===== src/rtl/ipv4fhg_pkg.sv =====
`default_nettype none
// ----------------------------------------------------------------------------
// IPv4 fragment header generator - shared package
// Constants, payload word types and controller/datapath interface structs.
// ----------------------------------------------------------------------------
package ipv4fhg_pkg;

    localparam int unsigned LINK_MTU          = 1500;
    localparam int unsigned MIN_FRAME_PAYLOAD = 46;
    localparam int unsigned HDR_BYTES         = 20;
    localparam int unsigned MAX_RESULTS       = 45;
    localparam int unsigned MAX_PAYLOAD       = 32'hFFFF - HDR_BYTES;
    localparam int unsigned FRAG_DATA         = (LINK_MTU - HDR_BYTES) & ~32'd7;
    localparam int unsigned MAX_FRAG_TOTAL    = MAX_RESULTS * FRAG_DATA;

    localparam logic [7:0]  VER_IHL  = 8'h45;
    localparam logic [15:0] ONES_MAX = 16'hFFFF;

    // configuration register indexes
    localparam logic [1:0] CFG_SOURCE_IP       = 2'd0;
    localparam logic [1:0] CFG_TIME_TO_LIVE    = 2'd1;
    localparam logic [1:0] CFG_TYPE_OF_SERVICE = 2'd2;

    typedef struct packed {
        logic [15:0] packet_id;
        logic [15:0] payload_length;
        logic [7:0]  protocol;
        logic [31:0] dest_ip;
    } t_req;

    typedef struct packed {
        logic [10:0] total_length;
        logic [15:0] flags_offset;
        logic [15:0] header_checksum;
        logic [10:0] frame_size;
        logic        last_fragment;
        logic        rejected;
    } t_desc;

    typedef struct packed {
        logic load;
        logic calc;
        logic sum;
        logic finish;
        logic advance;
    } t_cmd;

    typedef struct packed {
        logic last;
    } t_sts;

endpackage

`default_nettype wire


===== src/rtl/ipv4fhg_ctrl.sv =====
`default_nettype none
// ----------------------------------------------------------------------------
// IPv4 fragment header generator - controller
// Sequences load, per-fragment calculation, checksum fold and hand-off.
// ----------------------------------------------------------------------------
module ipv4fhg_ctrl (
    input  wire               i_clk,
    input  wire               i_rst_n,
    input  wire               i_in_valid,
    output logic              o_in_stall,
    output logic              o_out_valid,
    input  wire               i_out_stall,
    output ipv4fhg_pkg::t_cmd o_cmd,
    input  ipv4fhg_pkg::t_sts i_sts
);
    import ipv4fhg_pkg::*;

    typedef enum logic [4:0] {
        S_IDLE = 5'b00001,
        S_CALC = 5'b00010,
        S_SUM  = 5'b00100,
        S_FIN  = 5'b01000,
        S_EMIT = 5'b10000
    } t_state;

    t_state r_state, n_state;

    always_ff @(posedge i_clk) begin
        if (!i_rst_n) begin
            r_state <= S_IDLE;
        end else begin
            r_state <= n_state;
        end
    end

    always_comb begin
        n_state     = r_state;
        o_cmd       = '0;
        o_in_stall  = 1'b1;
        o_out_valid = 1'b0;
        case (r_state)
            S_IDLE: begin
                o_in_stall = 1'b0;
                if (i_in_valid) begin
                    o_cmd.load = 1'b1;
                    n_state    = S_CALC;
                end
            end
            S_CALC: begin
                o_cmd.calc = 1'b1;
                n_state    = S_SUM;
            end
            S_SUM: begin
                o_cmd.sum = 1'b1;
                n_state   = S_FIN;
            end
            S_FIN: begin
                o_cmd.finish = 1'b1;
                n_state      = S_EMIT;
            end
            S_EMIT: begin
                o_out_valid = 1'b1;
                if (!i_out_stall) begin
                    o_cmd.advance = 1'b1;
                    n_state       = i_sts.last ? S_IDLE : S_CALC;
                end
            end
            default: begin
                n_state = S_IDLE;
            end
        endcase
    end

endmodule

`default_nettype wire


===== src/rtl/ipv4fhg_dp.sv =====
`default_nettype none
// ----------------------------------------------------------------------------
// IPv4 fragment header generator - datapath
// Config registers, request classification, fragment sizing and checksum.
// ----------------------------------------------------------------------------
module ipv4fhg_dp (
    input  wire                i_clk,
    input  wire                i_rst_n,
    input  wire                i_cfg_we,
    input  wire  [1:0]         i_cfg_index,
    input  wire  [31:0]        i_cfg_wdata,
    input  ipv4fhg_pkg::t_req  i_req,
    input  ipv4fhg_pkg::t_cmd  i_cmd,
    output ipv4fhg_pkg::t_sts  o_sts,
    output ipv4fhg_pkg::t_desc o_desc
);
    import ipv4fhg_pkg::*;

    logic [31:0] r_source_ip;
    logic [7:0]  r_ttl;
    logic [7:0]  r_tos;

    always_ff @(posedge i_clk) begin
        if (!i_rst_n) begin
            r_source_ip <= '0;
            r_ttl       <= 8'd64;
            r_tos       <= '0;
        end else if (i_cfg_we) begin
            case (i_cfg_index)
                CFG_SOURCE_IP:       r_source_ip <= i_cfg_wdata;
                CFG_TIME_TO_LIVE:    r_ttl       <= i_cfg_wdata[7:0];
                CFG_TYPE_OF_SERVICE: r_tos       <= i_cfg_wdata[7:0];
                default:             ;
            endcase
        end
    end

    // request context
    logic [18:0] r_base;     // sum of the header words fixed for the request
    logic [15:0] r_left;
    logic [15:0] r_off;
    logic        r_single;
    logic        r_rej;

    // per-word stage
    logic [15:0] r_tl;
    logic [15:0] r_fo;
    logic [15:0] r_fr;
    logic [15:0] r_sz;
    logic        r_last;
    logic [19:0] r_sum;
    t_desc       r_desc;

    logic [16:0] tl_in;
    logic        fits;
    logic        n_rej;
    logic [18:0] n_base;
    logic        more;
    logic [15:0] sz;
    logic [15:0] tl;
    logic [16:0] fold1;
    logic [15:0] fold2;

    always_comb begin
        tl_in  = {1'b0, i_req.payload_length} + 17'(HDR_BYTES);
        fits   = tl_in <= 17'(LINK_MTU);
        n_rej  = (32'(i_req.payload_length) > MAX_PAYLOAD) ||
                 (!fits && (32'(i_req.payload_length) > MAX_FRAG_TOTAL));
        n_base = 19'({VER_IHL, r_tos}) + 19'(i_req.packet_id)
               + 19'({r_ttl, i_req.protocol})
               + 19'(r_source_ip[31:16]) + 19'(r_source_ip[15:0])
               + 19'(i_req.dest_ip[31:16]) + 19'(i_req.dest_ip[15:0]);

        more  = !r_single && (32'(r_left) > FRAG_DATA);
        sz    = more ? 16'(FRAG_DATA) : r_left;
        tl    = sz + 16'(HDR_BYTES);

        // end-around carry, twice is enough for a 20-bit sum
        fold1 = 17'(r_sum[15:0]) + 17'(r_sum[19:16]);
        fold2 = fold1[15:0] + 16'(fold1[16]);
    end

    always_ff @(posedge i_clk) begin
        if (i_cmd.load) begin
            r_base   <= n_base;
            r_left   <= i_req.payload_length;
            r_off    <= '0;
            r_single <= fits;
            r_rej    <= n_rej;
        end
        if (i_cmd.calc) begin
            r_sz <= sz;
            if (r_rej) begin
                r_tl   <= '0;
                r_fo   <= '0;
                r_fr   <= '0;
                r_last <= 1'b1;
            end else begin
                r_tl   <= tl;
                r_fo   <= {2'b00, more, r_off[15:3]};
                r_fr   <= (32'(tl) < MIN_FRAME_PAYLOAD) ? 16'(MIN_FRAME_PAYLOAD) : tl;
                r_last <= !more;
            end
        end
        if (i_cmd.sum) begin
            r_sum <= 20'(r_base) + 20'(r_tl) + 20'(r_fo);
        end
        if (i_cmd.finish) begin
            r_desc.total_length    <= r_tl[10:0];
            r_desc.flags_offset    <= r_fo;
            r_desc.header_checksum <= r_rej ? 16'h0000 : (fold2 ^ ONES_MAX);
            r_desc.frame_size      <= r_fr[10:0];
            r_desc.last_fragment   <= r_last;
            r_desc.rejected        <= r_rej;
        end
        if (i_cmd.advance) begin
            r_left <= r_left - r_sz;
            r_off  <= r_off + r_sz;
        end
    end

    assign o_sts.last = r_last;
    assign o_desc     = r_desc;

endmodule

`default_nettype wire


===== src/rtl/ipv4_fragment_header_gen_top.sv =====
`default_nettype none
// ----------------------------------------------------------------------------
// IPv4 fragment header generator - top level
// A request word (id, payload length, protocol, destination) goes in on the
// input channel; one header descriptor word per fragment comes out, the last
// one flagged. Payload above the IPv4 limit yields one rejected word.
// Both channels are valid/stall: a word moves when valid is high and stall
// is low. Input stall stays high from acceptance until the final descriptor
// of that request has been taken.
// Each descriptor takes the controller steps calculate, sum, fold and
// present; a further fragment starts once the previous one is taken. A
// request thus occupies the block for four steps per fragment plus the
// receiver's stall time and the idle state in which the next request is
// taken. The four controller steps per descriptor set this occupancy.
// A stalled descriptor is held unchanged in the output register.
// Reset (synchronous, active low) returns to idle and loads the config
// registers with source 0, TTL 64, TOS 0. The user must make config
// writes only while idle; the block itself does not enforce this.
// ----------------------------------------------------------------------------
module ipv4_fragment_header_gen_top (
    input  wire                i_clk,
    input  wire                i_rst_n,
    input  wire                i_cfg_we,
    input  wire  [1:0]         i_cfg_index,
    input  wire  [31:0]        i_cfg_wdata,
    input  wire                i_in_valid,
    output logic               o_in_stall,
    input  ipv4fhg_pkg::t_req  i_in_word,
    output logic               o_out_valid,
    input  wire                i_out_stall,
    output ipv4fhg_pkg::t_desc o_out_word
);
    import ipv4fhg_pkg::*;

    t_cmd cmd;
    t_sts sts;

    ipv4fhg_ctrl u_ctrl (
        .i_clk       (i_clk),
        .i_rst_n     (i_rst_n),
        .i_in_valid  (i_in_valid),
        .o_in_stall  (o_in_stall),
        .o_out_valid (o_out_valid),
        .i_out_stall (i_out_stall),
        .o_cmd       (cmd),
        .i_sts       (sts)
    );

    ipv4fhg_dp u_dp (
        .i_clk       (i_clk),
        .i_rst_n     (i_rst_n),
        .i_cfg_we    (i_cfg_we),
        .i_cfg_index (i_cfg_index),
        .i_cfg_wdata (i_cfg_wdata),
        .i_req       (i_in_word),
        .i_cmd       (cmd),
        .o_sts       (sts),
        .o_desc      (o_out_word)
    );

endmodule

`default_nettype wire

===== config.mk =====
export PLATFORM = sky130hd
export DESIGN_NAME = ipv4_fragment_header_gen_top
export DESIGN_NICKNAME = d
export VERILOG_FILES = /design/src/rtl/ipv4fhg_pkg.sv /design/src/rtl/ipv4fhg_ctrl.sv /design/src/rtl/ipv4fhg_dp.sv /design/src/rtl/ipv4_fragment_header_gen_top.sv
export SDC_FILE = /design/constraint.sdc
export NUM_CORES = 1
export LEC_CHECK = 0
export BUFFER_PORTS_ARGS = -buffer_cell sky130_fd_sc_hd__buf_2
export CORE_MARGIN = 5
export CORE_UTILIZATION = 60
export CTS_CLUSTER_DIAMETER = 120
export DETAILED_ROUTE_END_ITERATION = 10
export HOLD_SLACK_MARGIN = 0.06
export PLACE_DENSITY = 0.81
export SLEW_MARGIN = 20
export SYNTH_ARGS = -nofsm -noshare
export SYNTH_HDL_FRONTEND = slang
export SYNTH_HIERARCHICAL = 1
export SYNTH_SLANG_ARGS = --single-unit

===== constraint.sdc =====
create_clock -name i_clk -period 6.5 [get_ports i_clk]
set_clock_uncertainty 0.05 [all_clocks]
set_input_delay 0.975 -clock i_clk [delete_from_list [all_inputs] [get_ports i_clk]]
set_output_delay 0.975 -clock i_clk [all_outputs]
set_load 0.01 [all_outputs]

==> impl_results.md <==
* IO buf count at 166
* Worst Setup Start Kind: input pin
* Post-CTS Hold Fix Bufs at 0
* Post-Syn Area at 15300 sq um
* First-pass GRT wire length at approximately 55000 microns
* Syn Area/Cell at between 10 and 15 sq um
* Setup slack, reg-to-reg at roughly 1.9 ns
* Global placement routability congestion at around 0.93
* VDD IR max at about 0.22 mV
* Initial antenna violation count at 0
* Final setup TNS at 0 ns
* Worst-margin pin slew at ~1.1 ns
* Htree depth at 1
* Area delta synth->final at 13.3%
* Top FF cell, synth: edfxtp_1
* Register area share after synthesis at ~43%
* CP required at 6.71 ns
* # IOs at about 170
* Fin. max-slew vios at 0
* Total grt overflow at 0
* Vias/cell at about 5.6
* Final Cycle Share at between 70% and 80%
* Vias in the first global route at 10944
* Ys async rst share at 0%
* Post-CTS sizing at 0
* Power per Cell Area at about 310 nW/um^2
* Final Hold Fails at 0
* Num CTS Buffers at 26
* Post-synthesis register bit count at 238
* Wirelength per Cell at ~18 microns
* CTS Buffer Depth at 3
* Leakage power at 7.32 nW
* Critical path peak fanout at 3
* Post-CTS setup repair buffer count at 0
* Layout cell share with drive strength beyond 1 at 15.2%
* Largest net degree at the start of global routing at 60
* Nets at ~1900
* Most frequent cells in the layout: 209 x inv_1, 185 x edfxtp_1, 166 x buf_2
* Total die area at approximately 29000 sq um
* DIE WIDTH at about 170 microns
* DRT Pass-1 Iters at 5
* Die Y at 169 microns
* Initial Utilization at 60.8%
* Hold Path Class: reg -> reg
* Mapped Cells at approximately 1400
* Worst EP arrival at 5.16 ns
* Final WL at 34300 microns
* Unrepaired setup endpoints after global routing: false
* CP Class: in -> reg
* Slew headroom at between 20% and 30%
* Worst path slowest cell: fa_1
* CTS tree: done
* FMAX at 0.202 GHz
* Crit path capture type: register
* Ant diodes at 0
* Top Family by Delay on Critical Path: adder cells
* Max cap viols at 0
* Clock Sinks at 238
* Post-synth EDFFs at around 190
* Clock latency on the worst-skew pair at 0.54 ns
* Hold Slack at 0.372 ns
* Number of core rows at 58
* Netlist cell types at just over 80
* Final Setup Violations at 0
* Initial DRC Count at 819
* Routed Antenna Nets at 0
* Status: finished clean
* Tot GR Track Use at between 20% and 30%
* Sequence of cells on the critical path: buf_2 > inv_1 > fa_1 > inv_1 > fa_1 > inv_1 > fa_1 > inv_1 > fa_1 > inv_1 > fa_1 > nor2b_1 > o21ai_0 > a211oi_1 > nor3_1 > nand2b_1 > a21oi_1 > xor2_1
* Hpwl dp at about 26000 microns
* Core footprint at roughly 25000 sq um
* Critical Path Max Stage Delay at between 0.5 and 0.6 ns
* Worst Path Buf+Inv at 6
* CTS root buffer: clkbuf_16
* Vias at between 10000 and 15000
* Commonest non-fill, non-tap cell in the layout: inv_1
* Worst-path clk slew at 0.06 ns
* Synth warn at 6
* Min cycle time layout at approximately 4.9 ns
* DR DRC count at 0
## through the flow
step | utilization, % | std cells | cell area, sq um | power [W] | setup WS, ns
after floorplan | - | 1438 | 15300 | 0.00330 | 1.50
after global placement | 65.3 | 1904 | 16400 | 0.00370 | 1.17
after detailed placement | 65.3 | 1904 | 16400 | 0.00376 | 1.04
after global routing | 68.9 | 1951 | 17300 | 0.00563 | 1.32
after CTS | 68.9 | 1951 | 17300 | 0.00533 | 1.55
final | 68.9 | 1951 | 17300 | 0.00530 | 1.55
## worst reg2reg max path, cell delays in order, from the launching register on
cell and delay (ns):
dfxtp_1 0.35, inv_1 0.06, fa_1 0.47, inv_1 0.06, fa_1 0.49, inv_1 0.06, fa_1 0.53, inv_1 0.05
fa_1 0.55, inv_1 0.07, fa_1 0.46, nor2b_1 0.12, o21ai_0 0.14, a211oi_1 0.34, nor3_1 0.12, nand2b_1 0.15
a21oi_1 0.18, xor2_1 0.09
## state kept, by name (all words and copies together), names as in the netlist, 16 cells and up
signal / count
u_dp/r_tl: 16
u_dp/r_sz: 16
u_dp/o_desc: 54
u_dp/r_sum: 20
u_dp/r_base: 19
u_dp/r_source_ip: 32
u_dp/r_left: 16
u_dp/r_off: 16
## routing by layer
metal | vias to the layer above | share of wire [%] | track usage [%]
li1 | 5291 | - | -
met1 | 5297 | 42 | 31.2
met2 | 351 | 50 | 41.1
met3 | 60 | 5.8 | 3.38
met4 | 0 | 2.6 | 6.65
met5 | - | 0 | 0
## synth_stat cells (all sizes together) (6+ instances only)
library cell	number	area [sq um]
and3	14	87.6
nor2	82	310
and4	8	70.1
nand3b	6	45.0
a21boi	35	263
fa	88	1760
ha	88	1100
xnor2	59	517
mux2	11	128
nand2b	15	93.8
dfxtp	53	1060
nor2b	41	257
nor4	6	43.8
edfxtp	185	5560
a31oi	8	50.1
a21oi	63	323
nand2	114	430
mux2i	22	220
a211oi	12	100
nor3b	7	52.6
a21o	18	136
clkbuf	28	105
and2	12	75.1
nand4	14	87.6
o211ai	8	60.1
inv	212	796
or3	9	61.3
buf	7	50.0
or2	10	62.6
o21a	9	67.6
nor3	36	190
o21ai	48	240
nand3	23	120
o31ai	6	45.0
xor2	23	201
## final timing paths
| kind | from | depth (start not counted) | to |
|---|---|---|---|
| worst max register to register | u_dp/r_source_ip[18] | 17 | u_dp/r_base[13] |
| worst min-delay path | u_dp/r_fr[4] | 0 | u_dp/o_desc[6] |
| worst min register to register | u_dp/r_fr[4] | 0 | u_dp/o_desc[6] |
| worst max-delay path | i_in_word[2] | 18 | u_dp/r_base[13] |
## layout make-up
type                       instances  area [sq um]
inverter                         212           796
clock buffer                      32           714
sequential                       238          6620
tap                              330           413
clock inverter                    15           179
timing repair buffer             171           868
multi-input combinational        953          7700
fill                            1873          7820
## cells by family after synthesis
group                      count (synthesis)  synth area share (%)
muxes                                     33                  2.28
xor gates and xnor gates                  82                  4.71
adders and majority gates                176                  18.8
other                                      1                0.0246
AOI/OAI and AO/OA                        250                  10.9
and+or+nand+nor                          410                  13.8
buffers and inverters                    247                  6.23
DFF                                      238                  43.4
## power breakdown
part	leakage [nW]	internal [W]	total, W	switching [W]
combinational	4.75	0.000794	0.00183	0.00104
sequential	2.14	0.00185	0.00193	0.0000768
clock	0.437	0.000937	0.00154	0.000602
Power figures use the tool's default switching activity.
